## config.mk

```make
export PLATFORM = sky130hd
export DESIGN_NAME = jptl_ctrl
export DESIGN_NICKNAME = d
export VERILOG_FILES = /design/src/jptl_pkg.sv /design/src/jptl_ctrl.sv
export SDC_FILE = /design/constraint.sdc
export NUM_CORES = 1
export LEC_CHECK = 0
export BUFFER_PORTS_ARGS = -buffer_cell sky130_fd_sc_hd__buf_2
export CAP_MARGIN = 10
export CORE_AREA = 2 2 59 61
export DETAILED_ROUTE_END_ITERATION = 8
export DIE_AREA = 0 0 61 63
export PLACE_DENSITY = 0.64
export SLEW_MARGIN = 20
export SYNTH_ARGS = -nofsm -noshare
export SYNTH_HDL_FRONTEND = slang
export SYNTH_SLANG_ARGS = --single-unit
```

## constraint.sdc

```tcl
create_clock -name aclk -period 3 [get_ports aclk]
set_clock_uncertainty 0.2 [all_clocks]
set_input_delay 0.3 -clock aclk [delete_from_list [all_inputs] [get_ports aclk]]
set_output_delay 0.3 -clock aclk [all_outputs]
set_load 0.02 [all_outputs]
```

## src/jptl_pkg.sv

```systemverilog
// shared types and constants of the joint pd trajectory limiter
package jptl_pkg;

    localparam int GOAL_W    = 32;
    localparam int CFG_IDX_W = 3;
    localparam int CFG_DAT_W = 32;
    localparam int WRAP_W    = 36;
    localparam int WRAP_K_W  = 4;
    localparam logic [WRAP_K_W-1:0] WRAP_K_TOP = 4'd15;

    localparam logic signed [WRAP_W-1:0] PI_Q16   = 36'sd205887;
    localparam logic signed [WRAP_W-1:0] TURN_Q16 = 36'sd411774;
    // a multiple of the full turn that makes goal minus position non-negative
    localparam logic signed [WRAP_W-1:0] TURN_BIAS = 36'sd13493010432;

    localparam logic [CFG_IDX_W-1:0] CFG_PROP_GAIN   = 3'd0;
    localparam logic [CFG_IDX_W-1:0] CFG_DERIV_GAIN  = 3'd1;
    localparam logic [CFG_IDX_W-1:0] CFG_ACCEL_LIMIT = 3'd2;
    localparam logic [CFG_IDX_W-1:0] CFG_VEL_LIMIT   = 3'd3;
    localparam logic [CFG_IDX_W-1:0] CFG_DAMPING     = 3'd4;
    localparam logic [CFG_IDX_W-1:0] CFG_STEP_TIME   = 3'd5;

    typedef enum logic [3:0] {
        OP_NONE    = 4'd0,
        OP_CAPTURE = 4'd1,
        OP_LOAD    = 4'd2,
        OP_WRAP    = 4'd3,
        OP_KP      = 4'd4,
        OP_KD      = 4'd5,
        OP_DAMP    = 4'd6,
        OP_ACC     = 4'd7,
        OP_DV      = 4'd8,
        OP_VEL     = 4'd9,
        OP_DP      = 4'd10,
        OP_POS     = 4'd11,
        OP_PUBLISH = 4'd12
    } dp_op_t;

    typedef struct packed {
        dp_op_t                op;
        logic [WRAP_K_W-1:0]   wrap_k;
    } dp_cmd_t;

endpackage

```

## src/jptl_ctrl.sv

```systemverilog
// controller: sequences wrap, multiply and update steps joint by joint
module jptl_ctrl #(
    parameter int NUM_JOINTS = 5,
    parameter int JW = 3
) (
    input  logic              aclk,
    input  logic              aresetn,
    input  logic              s_tvalid,
    output logic              s_tready,
    output logic              m_tvalid,
    input  logic              m_tready,
    output jptl_pkg::dp_cmd_t cmd,
    output logic [JW-1:0]     joint
);

    typedef enum logic [11:0] {
        S_IDLE = 12'b000000000001,
        S_LOAD = 12'b000000000010,
        S_WRAP = 12'b000000000100,
        S_KP   = 12'b000000001000,
        S_KD   = 12'b000000010000,
        S_DAMP = 12'b000000100000,
        S_ACC  = 12'b000001000000,
        S_DV   = 12'b000010000000,
        S_VEL  = 12'b000100000000,
        S_DP   = 12'b001000000000,
        S_POS  = 12'b010000000000,
        S_DONE = 12'b100000000000
    } state_t;

    state_t state_reg, state_next;
    logic [JW-1:0] joint_reg, joint_next;
    logic [jptl_pkg::WRAP_K_W-1:0] wrap_k_reg, wrap_k_next;
    logic m_tvalid_reg, m_tvalid_next;
    logic last_joint, out_free;

    assign last_joint = (joint_reg == JW'(NUM_JOINTS - 1));
    assign out_free   = !m_tvalid_reg || m_tready;
    assign s_tready   = (state_reg == S_IDLE);
    assign m_tvalid   = m_tvalid_reg;
    assign joint      = joint_reg;

    always_comb begin
        state_next    = state_reg;
        joint_next    = joint_reg;
        wrap_k_next   = wrap_k_reg;
        m_tvalid_next = m_tvalid_reg && !m_tready;
        cmd.op        = jptl_pkg::OP_NONE;
        cmd.wrap_k    = wrap_k_reg;
        unique case (state_reg)
            S_IDLE: begin
                if (s_tvalid) begin
                    cmd.op     = jptl_pkg::OP_CAPTURE;
                    joint_next = '0;
                    state_next = S_LOAD;
                end
            end
            S_LOAD: begin
                cmd.op      = jptl_pkg::OP_LOAD;
                wrap_k_next = jptl_pkg::WRAP_K_TOP;
                state_next  = S_WRAP;
            end
            S_WRAP: begin
                cmd.op = jptl_pkg::OP_WRAP;
                if (wrap_k_reg == '0) begin
                    state_next = S_KP;
                end else begin
                    wrap_k_next = wrap_k_reg - 1'b1;
                end
            end
            S_KP: begin
                cmd.op     = jptl_pkg::OP_KP;
                state_next = S_KD;
            end
            S_KD: begin
                cmd.op     = jptl_pkg::OP_KD;
                state_next = S_DAMP;
            end
            S_DAMP: begin
                cmd.op     = jptl_pkg::OP_DAMP;
                state_next = S_ACC;
            end
            S_ACC: begin
                cmd.op     = jptl_pkg::OP_ACC;
                state_next = S_DV;
            end
            S_DV: begin
                cmd.op     = jptl_pkg::OP_DV;
                state_next = S_VEL;
            end
            S_VEL: begin
                cmd.op     = jptl_pkg::OP_VEL;
                state_next = S_DP;
            end
            S_DP: begin
                cmd.op     = jptl_pkg::OP_DP;
                state_next = S_POS;
            end
            S_POS: begin
                cmd.op = jptl_pkg::OP_POS;
                if (last_joint) begin
                    state_next = S_DONE;
                end else begin
                    joint_next = joint_reg + 1'b1;
                    state_next = S_LOAD;
                end
            end
            S_DONE: begin
                if (out_free) begin
                    cmd.op        = jptl_pkg::OP_PUBLISH;
                    m_tvalid_next = 1'b1;
                    state_next    = S_IDLE;
                end
            end
            default: state_next = S_IDLE;
        endcase
    end

    always_ff @(posedge aclk) begin
        if (!aresetn) begin
            state_reg    <= S_IDLE;
            joint_reg    <= '0;
            wrap_k_reg   <= '0;
            m_tvalid_reg <= 1'b0;
        end else begin
            state_reg    <= state_next;
            joint_reg    <= joint_next;
            wrap_k_reg   <= wrap_k_next;
            m_tvalid_reg <= m_tvalid_next;
        end
    end

    a_accept_starts: assert property (@(posedge aclk) disable iff (!aresetn)
        (s_tvalid && s_tready) |=> (state_reg == S_LOAD && joint_reg == '0))
        else $error("accepted request did not start at the first joint");

    a_joint_range: assert property (@(posedge aclk) disable iff (!aresetn)
        joint_reg <= JW'(NUM_JOINTS - 1))
        else $error("joint counter out of range");

    a_publish_free: assert property (@(posedge aclk) disable iff (!aresetn)
        (cmd.op == jptl_pkg::OP_PUBLISH) |-> out_free)
        else $error("result overwritten while still pending");

    a_wrap_done: assert property (@(posedge aclk) disable iff (!aresetn)
        (state_reg == S_KP) |-> $past(state_reg == S_WRAP && wrap_k_reg == '0))
        else $error("multiply started before angle wrap finished");

endmodule

```

After elaboration in Yosys (flattened, before gate mapping)
Index checks and enable logic that the tools add are counted.
{"block": "op_classes", "add_sub_neg": 2, "eq_ne": 18, "muxes": 15, "n_reduce_logical": 10}
{"op": "12-bit one-hot mux with 12 select lines", "n": 1}
{"op": "12-bit 2-to-1 mux", "n": 4}
{"op": "4-bit one-hot mux with 12 select lines", "n": 1}
{"op": "12-bit by 1-bit == test with 1-bit output, second input constant", "n": 1}
{"op": "12-bit by 10-bit == test with 1-bit output, second input constant", "n": 1}
{"op": "12-bit by 11-bit == test with 1-bit output, second input constant", "n": 1}
{"op": "12-bit == test, second input constant", "n": 1}
{"op": "12-bit by 2-bit == test with 1-bit output, second input constant", "n": 1}
{"op": "12-bit by 3-bit == test with 1-bit output, second input constant", "n": 1}
{"op": "12-bit by 4-bit == test with 1-bit output, second input constant", "n": 1}
{"op": "12-bit by 5-bit == test with 1-bit output, second input constant", "n": 1}
{"op": "12-bit by 6-bit == test with 1-bit output, second input constant", "n": 1}
{"op": "12-bit by 7-bit == test with 1-bit output, second input constant", "n": 1}
{"op": "12-bit by 8-bit == test with 1-bit output, second input constant", "n": 1}
{"op": "12-bit by 9-bit == test with 1-bit output, second input constant", "n": 1}
{"op": "2-bit inequality test, second input constant", "n": 5}
{"op": "4-bit 2-to-1 mux", "n": 2}
{"op": "4-bit one-hot mux with 2 select lines", "n": 1}
{"op": "3-bit 2-to-1 mux", "n": 2}
{"op": "3-bit one-hot mux with 2 select lines", "n": 1}
{"op": "3-bit AND reduction", "n": 2}
{"op": "4-bit zero test", "n": 1}
{"op": "2-bit nonzero test", "n": 2}
{"op": "4-bit by 1-bit subtractor with 4-bit output, second input constant", "n": 1}
{"op": "7 further kinds", "n": 10}
{"block": "word_totals", "ff_bits": 20, "in_bits": 4, "wordCells": 49}

Depth between registers and ports, before layout
{"block": "logic_depth", "depth_word": 4, "ltp_mapped": 8}

Worst setup path before layout
OpenSTA, ideal clock, no wires.
{"block": "synth_timing", "kind": "register to output", "from": "register state_reg[0]", "to": "output port cmd[4] (netlist bit)", "arrival_ns": 2.118, "required_ns": 2.500, "path_slack_ns": 0.382, "stages_incl_launch_ff": 6, "path_cell_list": "dfxtp_1 clkbuf_1 or4b_2 nor3_1 nand2_1 nand4_1"}
{"item": "start: declaration", "line_no": "jptl_ctrl.sv:31", "rtl": "state_t state_reg, state_next;"}
{"item": "start signal: assignment", "line_no": "jptl_ctrl.sv:126", "rtl": "state_reg <= state_next;"}
{"item": "end: declaration", "line_no": "jptl_ctrl.sv:12", "rtl": "output jptl_pkg::dp_cmd_t cmd,"}

==> impl_metrics.xml <==
<?xml version="1.0" encoding="UTF-8"?>
<metrics>
  <group name="status">
    <metric name="run_status" unit="">complete, no violations</metric>
  </group>
  <group name="critical_path">
    <metric name="end_kind" unit="">primary output</metric>
    <metric name="cp_max_fo" unit="">9</metric>
    <metric name="critical_path.startpoint" unit="">state_reg[8]$_SDFFE_PN0P_</metric>
    <metric name="setup.worst_path.class" unit="">flop to primary output</metric>
    <metric name="cp_data_arrival_time" unit="ns">2.31</metric>
    <metric name="critical_path.reg2reg.startpoint" unit="">state_reg[6]$_SDFFE_PN0P_</metric>
    <metric name="setup.worst_path.start_class" unit="">flop</metric>
    <metric name="critPathRequiredTime" unit="ns">2.50</metric>
  </group>
  <group name="sta">
    <metric name="setup_repair_after_global_routing_missed_its_margin" unit="">no</metric>
    <metric name="finalHoldViolCount" unit="">0</metric>
    <metric name="max_freq" unit="GHz">0.356</metric>
    <metric name="finalSetupViolations" unit="">0</metric>
    <metric name="final-max-slew-violation-count" unit="">0</metric>
    <metric name="period_needed" unit="ns">2.81</metric>
    <metric name="timing_worst_slew_pin_value" unit="ns">0.531</metric>
    <metric name="worst_hold_slack" unit="ns">0.0450</metric>
    <metric name="maxSlewHeadroom" unit="">0.646</metric>
    <metric name="setup_total_negative_slack" unit="ns">0</metric>
    <metric name="period_share" unit="">0.938</metric>
  </group>
  <group name="clock_tree">
    <metric name="clkLatencyLatePin" unit="ns">0.30</metric>
    <metric name="cts_hold_buf" unit="">0</metric>
    <metric name="tritoncts" unit="">yes</metric>
    <metric name="cts_buffers" unit="">3</metric>
    <metric name="worst_setup_hold_path_clk_slew" unit="ns">0.11</metric>
    <metric name="cts_resized" unit="">0</metric>
    <metric name="cts-htree-levels" unit="">1</metric>
    <metric name="cts_setup_buffers" unit="">0</metric>
    <metric name="clock_sinks" unit="">20</metric>
    <metric name="cts_max_path_buffers" unit="">2</metric>
    <metric name="clock-root-buffer" unit="">sky130_fd_sc_hd__clkbuf_4</metric>
  </group>
  <group name="floorplanning">
    <metric name="core_area" unit="mm2">0.00323</metric>
    <metric name="floorplan.initialDensity" unit="">0.387</metric>
    <metric name="floorplan.die.width" unit="um">61</metric>
    <metric name="placementRows" unit="">21</metric>
    <metric name="die-height" unit="um">63</metric>
    <metric name="ioPinCount" unit="">17</metric>
    <metric name="die_footprint" unit="mm2">0.00384</metric>
  </group>
  <group name="logic_synthesis">
    <metric name="synth_ff_type" unit="">sky130_fd_sc_hd__dfxtp_1</metric>
    <metric name="syn_inst_count" unit="">148</metric>
    <metric name="ys_async_sr_fraction" unit="">0</metric>
    <metric name="netlist.top_cell.by_area" unit="">sky130_fd_sc_hd__dfxtp_1</metric>
    <metric name="yosys.cell_types.count" unit="">45</metric>
    <metric name="cell_area_after_technology_mapping" unit="mm2">0.00125</metric>
    <metric name="yosysWarnings" unit="">0</metric>
    <metric name="synthesis.nets" unit="">155</metric>
    <metric name="seq_total_area_yosys" unit="">0.320</metric>
    <metric name="synthDominantCellAreaShare" unit="">0.320</metric>
    <metric name="ys_top_cells_by_area" unit="">sky130_fd_sc_hd__dfxtp_1 32%, sky130_fd_sc_hd__nand2_1 4.2%, sky130_fd_sc_hd__xor2_1 4.2%</metric>
    <metric name="post_synth.cell_area_avg" unit="um2">8.45</metric>
    <metric name="synth_enable_flop_cells" unit="">0</metric>
    <metric name="ys_ff_latch" unit="">20</metric>
  </group>
  <group name="drt">
    <metric name="drt-wirelength-per-cell" unit="um">13.5</metric>
    <metric name="post-route-drc-count" unit="">0</metric>
    <metric name="postRouteWirelength" unit="mm">2.80</metric>
    <metric name="routed-via-count" unit="">1159</metric>
    <metric name="first_iter_violations" unit="">86</metric>
    <metric name="via_per_inst" unit="">5.60</metric>
    <metric name="pre_antenna_drt_iters" unit="">4</metric>
    <metric name="antenna_left" unit="">0</metric>
  </group>
  <group name="finish">
    <metric name="largest_reg_flops" unit="">12</metric>
    <metric name="area_delta_synth_final" unit="%">9.70</metric>
    <metric name="fin_nets" unit="">170</metric>
    <metric name="layout.core_utilization" unit="">0.425</metric>
    <metric name="fraction_of_final_layout_cells_with_drive_strength_greater_than_1" unit="">0.248</metric>
    <metric name="fill_cell_instance_count_of_the_final_layout" unit="">334</metric>
    <metric name="num_antenna_cells" unit="">0</metric>
  </group>
  <group name="hold_path">
    <metric name="hp-start" unit="">aresetn</metric>
    <metric name="timing.hold.worst.class" unit="">input pin to flop</metric>
  </group>
  <group name="power_and_ir_drop">
    <metric name="vdd_ir_drop_max" unit="mV">0.236</metric>
    <metric name="powerDensity" unit="mW/mm2">437</metric>
    <metric name="cellLeakagePower" unit="nW">0.519</metric>
  </group>
  <group name="global_routing">
    <metric name="antenna_found_initial" unit="">0</metric>
    <metric name="grt_pass1_wl" unit="mm">4.91</metric>
    <metric name="grt_util_overall" unit="">0.165</metric>
    <metric name="overflow" unit="">0</metric>
    <metric name="grt_start_max_net_pins" unit="">11</metric>
    <metric name="first_global_vias" unit="">1048</metric>
  </group>
  <group name="placed_design">
    <metric name="gp_congestion" unit="">0.863</metric>
    <metric name="io_buffers" unit="">16</metric>
    <metric name="post-dp-hpwl" unit="mm">2.18</metric>
  </group>
  <group name="job">
    <metric name="cap_viol_max_count" unit="">0</metric>
  </group>
</metrics>
==> layer usage <==
| layer | vias to the layer above | GRT usage | wire, um |
|---|---|---|---|
| met5 | - | 0 | 0 |
| met4 | 0 | 0.0326 | 19 |
| met3 | 2 | 0.0435 | 225 |
| met2 | 46 | 0.235 | 1230 |
| met1 | 545 | 0.247 | 1330 |
| li1 | 566 | - | - |
==> critical path, cell delays in order (launching register included) <==
cell                      delay, ns
sky130_fd_sc_hd__dfxtp_1       0.41
sky130_fd_sc_hd__or4_4         0.60
sky130_fd_sc_hd__or3_1         0.47
sky130_fd_sc_hd__nor2_1        0.17
sky130_fd_sc_hd__nand2_1       0.09
sky130_fd_sc_hd__nand4_1       0.10
sky130_fd_sc_hd__buf_2         0.17
==> logic make-up (layout without fill, tap and decap cells) <==
| kind of cell | count (synthesis) | in the layout | share of synthesized area |
|---|---|---|---|
| flops | 20 | 20 | 0.320 |
| compound gates | 23 | 23 | 0.113 |
| xor+xnor | 8 | 8 | 0.0560 |
| simple gates | 78 | 78 | 0.411 |
| fa+ha+maj | 3 | 3 | 0.0300 |
| buf+inv | 16 | 29 | 0.0700 |
==> cells in the mapped netlist (2+ instances only) <==
cell and count:
sky130_fd_sc_hd__or2_2 2, sky130_fd_sc_hd__nor2_2 2, sky130_fd_sc_hd__or4_4 2, sky130_fd_sc_hd__clkbuf_1 2, sky130_fd_sc_hd__nor3_2 4, sky130_fd_sc_hd__xnor2_1 2
sky130_fd_sc_hd__nor3_1 7, sky130_fd_sc_hd__buf_6 3, sky130_fd_sc_hd__nand2_1 14, sky130_fd_sc_hd__a31oi_1 2, sky130_fd_sc_hd__nor4_2 3, sky130_fd_sc_hd__o21ai_1 2
sky130_fd_sc_hd__o21ai_0 5, sky130_fd_sc_hd__a211oi_1 2, sky130_fd_sc_hd__nor4_1 4, sky130_fd_sc_hd__buf_2 4, sky130_fd_sc_hd__nor2_1 10, sky130_fd_sc_hd__nand3_1 4
sky130_fd_sc_hd__nor4b_1 2, sky130_fd_sc_hd__xor2_1 6, sky130_fd_sc_hd__nand4_1 3, sky130_fd_sc_hd__or4b_2 3, sky130_fd_sc_hd__dfxtp_1 20, sky130_fd_sc_hd__nand2b_1 3
sky130_fd_sc_hd__a21oi_1 8, sky130_fd_sc_hd__inv_1 6, sky130_fd_sc_hd__or4_1 3, sky130_fd_sc_hd__ha_1 3
==> final cells by class <==
cell class	instances	area, um2	area share
Multi-Input combinational cell	112	763	0.556
Sequential cell	20	400	0.292
Timing Repair Buffer	19	103	0.0747
Tap cell	46	57.6	0.0419
Inverter	7	26.3	0.0191
Clock buffer	3	22.5	0.0164
==> path summary, 6_finish.rpt <==
check                               endpoint  slack, ns  cells past startpoint
setup / recovery                      cmd[4]       0.19                      6
hold / removal     state_reg[2]$_SDFFE_PN0P_       0.04                      2
setup reg to reg  state_reg[10]$_SDFFE_PN0P_       0.40                      5
hold reg to reg   wrap_k_reg[0]$_SDFFE_PN0P_       0.33                      1
==> metrics by stage <==
step	cell area [um2]	cells	worst slack [ns]	total power [mW]
after global routing	1370	207	0.0899	0.634
after detailed placement	1350	204	0.430	0.479
after CTS	1370	207	0.194	0.605
after global placement	1350	204	0.471	0.476
final	1370	207	0.187	0.600
after floorplan	1250	148	0.382	0.435
==> cell usage in the layout, fill, tap and decap left out, types with 2 or more instances in the layout <==
| cell type | count |
|---|---|
| sky130_fd_sc_hd__a211oi_1 | 2 |
| sky130_fd_sc_hd__a21oi_1 | 8 |
| sky130_fd_sc_hd__a31oi_1 | 2 |
| sky130_fd_sc_hd__buf_2 | 16 |
| sky130_fd_sc_hd__buf_4 | 3 |
| sky130_fd_sc_hd__clkbuf_4 | 3 |
| sky130_fd_sc_hd__dfxtp_1 | 20 |
| sky130_fd_sc_hd__ha_1 | 3 |
| sky130_fd_sc_hd__inv_1 | 6 |
| sky130_fd_sc_hd__nand2_1 | 14 |
| sky130_fd_sc_hd__nand2b_1 | 3 |
| sky130_fd_sc_hd__nand3_1 | 4 |
| sky130_fd_sc_hd__nand4_1 | 3 |
| sky130_fd_sc_hd__nor2_1 | 10 |
| sky130_fd_sc_hd__nor2_2 | 2 |
| sky130_fd_sc_hd__nor3_1 | 7 |
| sky130_fd_sc_hd__nor3_2 | 4 |
| sky130_fd_sc_hd__nor4_1 | 4 |
| sky130_fd_sc_hd__nor4_2 | 3 |
| sky130_fd_sc_hd__nor4b_1 | 2 |
| sky130_fd_sc_hd__o21ai_0 | 5 |
| sky130_fd_sc_hd__o21ai_1 | 2 |
| sky130_fd_sc_hd__or2_2 | 2 |
| sky130_fd_sc_hd__or4_1 | 3 |
| sky130_fd_sc_hd__or4_4 | 2 |
| sky130_fd_sc_hd__or4b_2 | 3 |
| sky130_fd_sc_hd__xnor2_1 | 2 |
| sky130_fd_sc_hd__xor2_1 | 6 |
==> power breakdown <==
part / internal (mW) / switching [mW] / total, mW
clock network: 0.0468 / 0.0793 / 0.126
registers: 0.278 / 0.0194 / 0.298
logic: 0.0704 / 0.106 / 0.176
total: 0.395 / 0.205 / 0.600
Power figures use the tool's default switching activity.
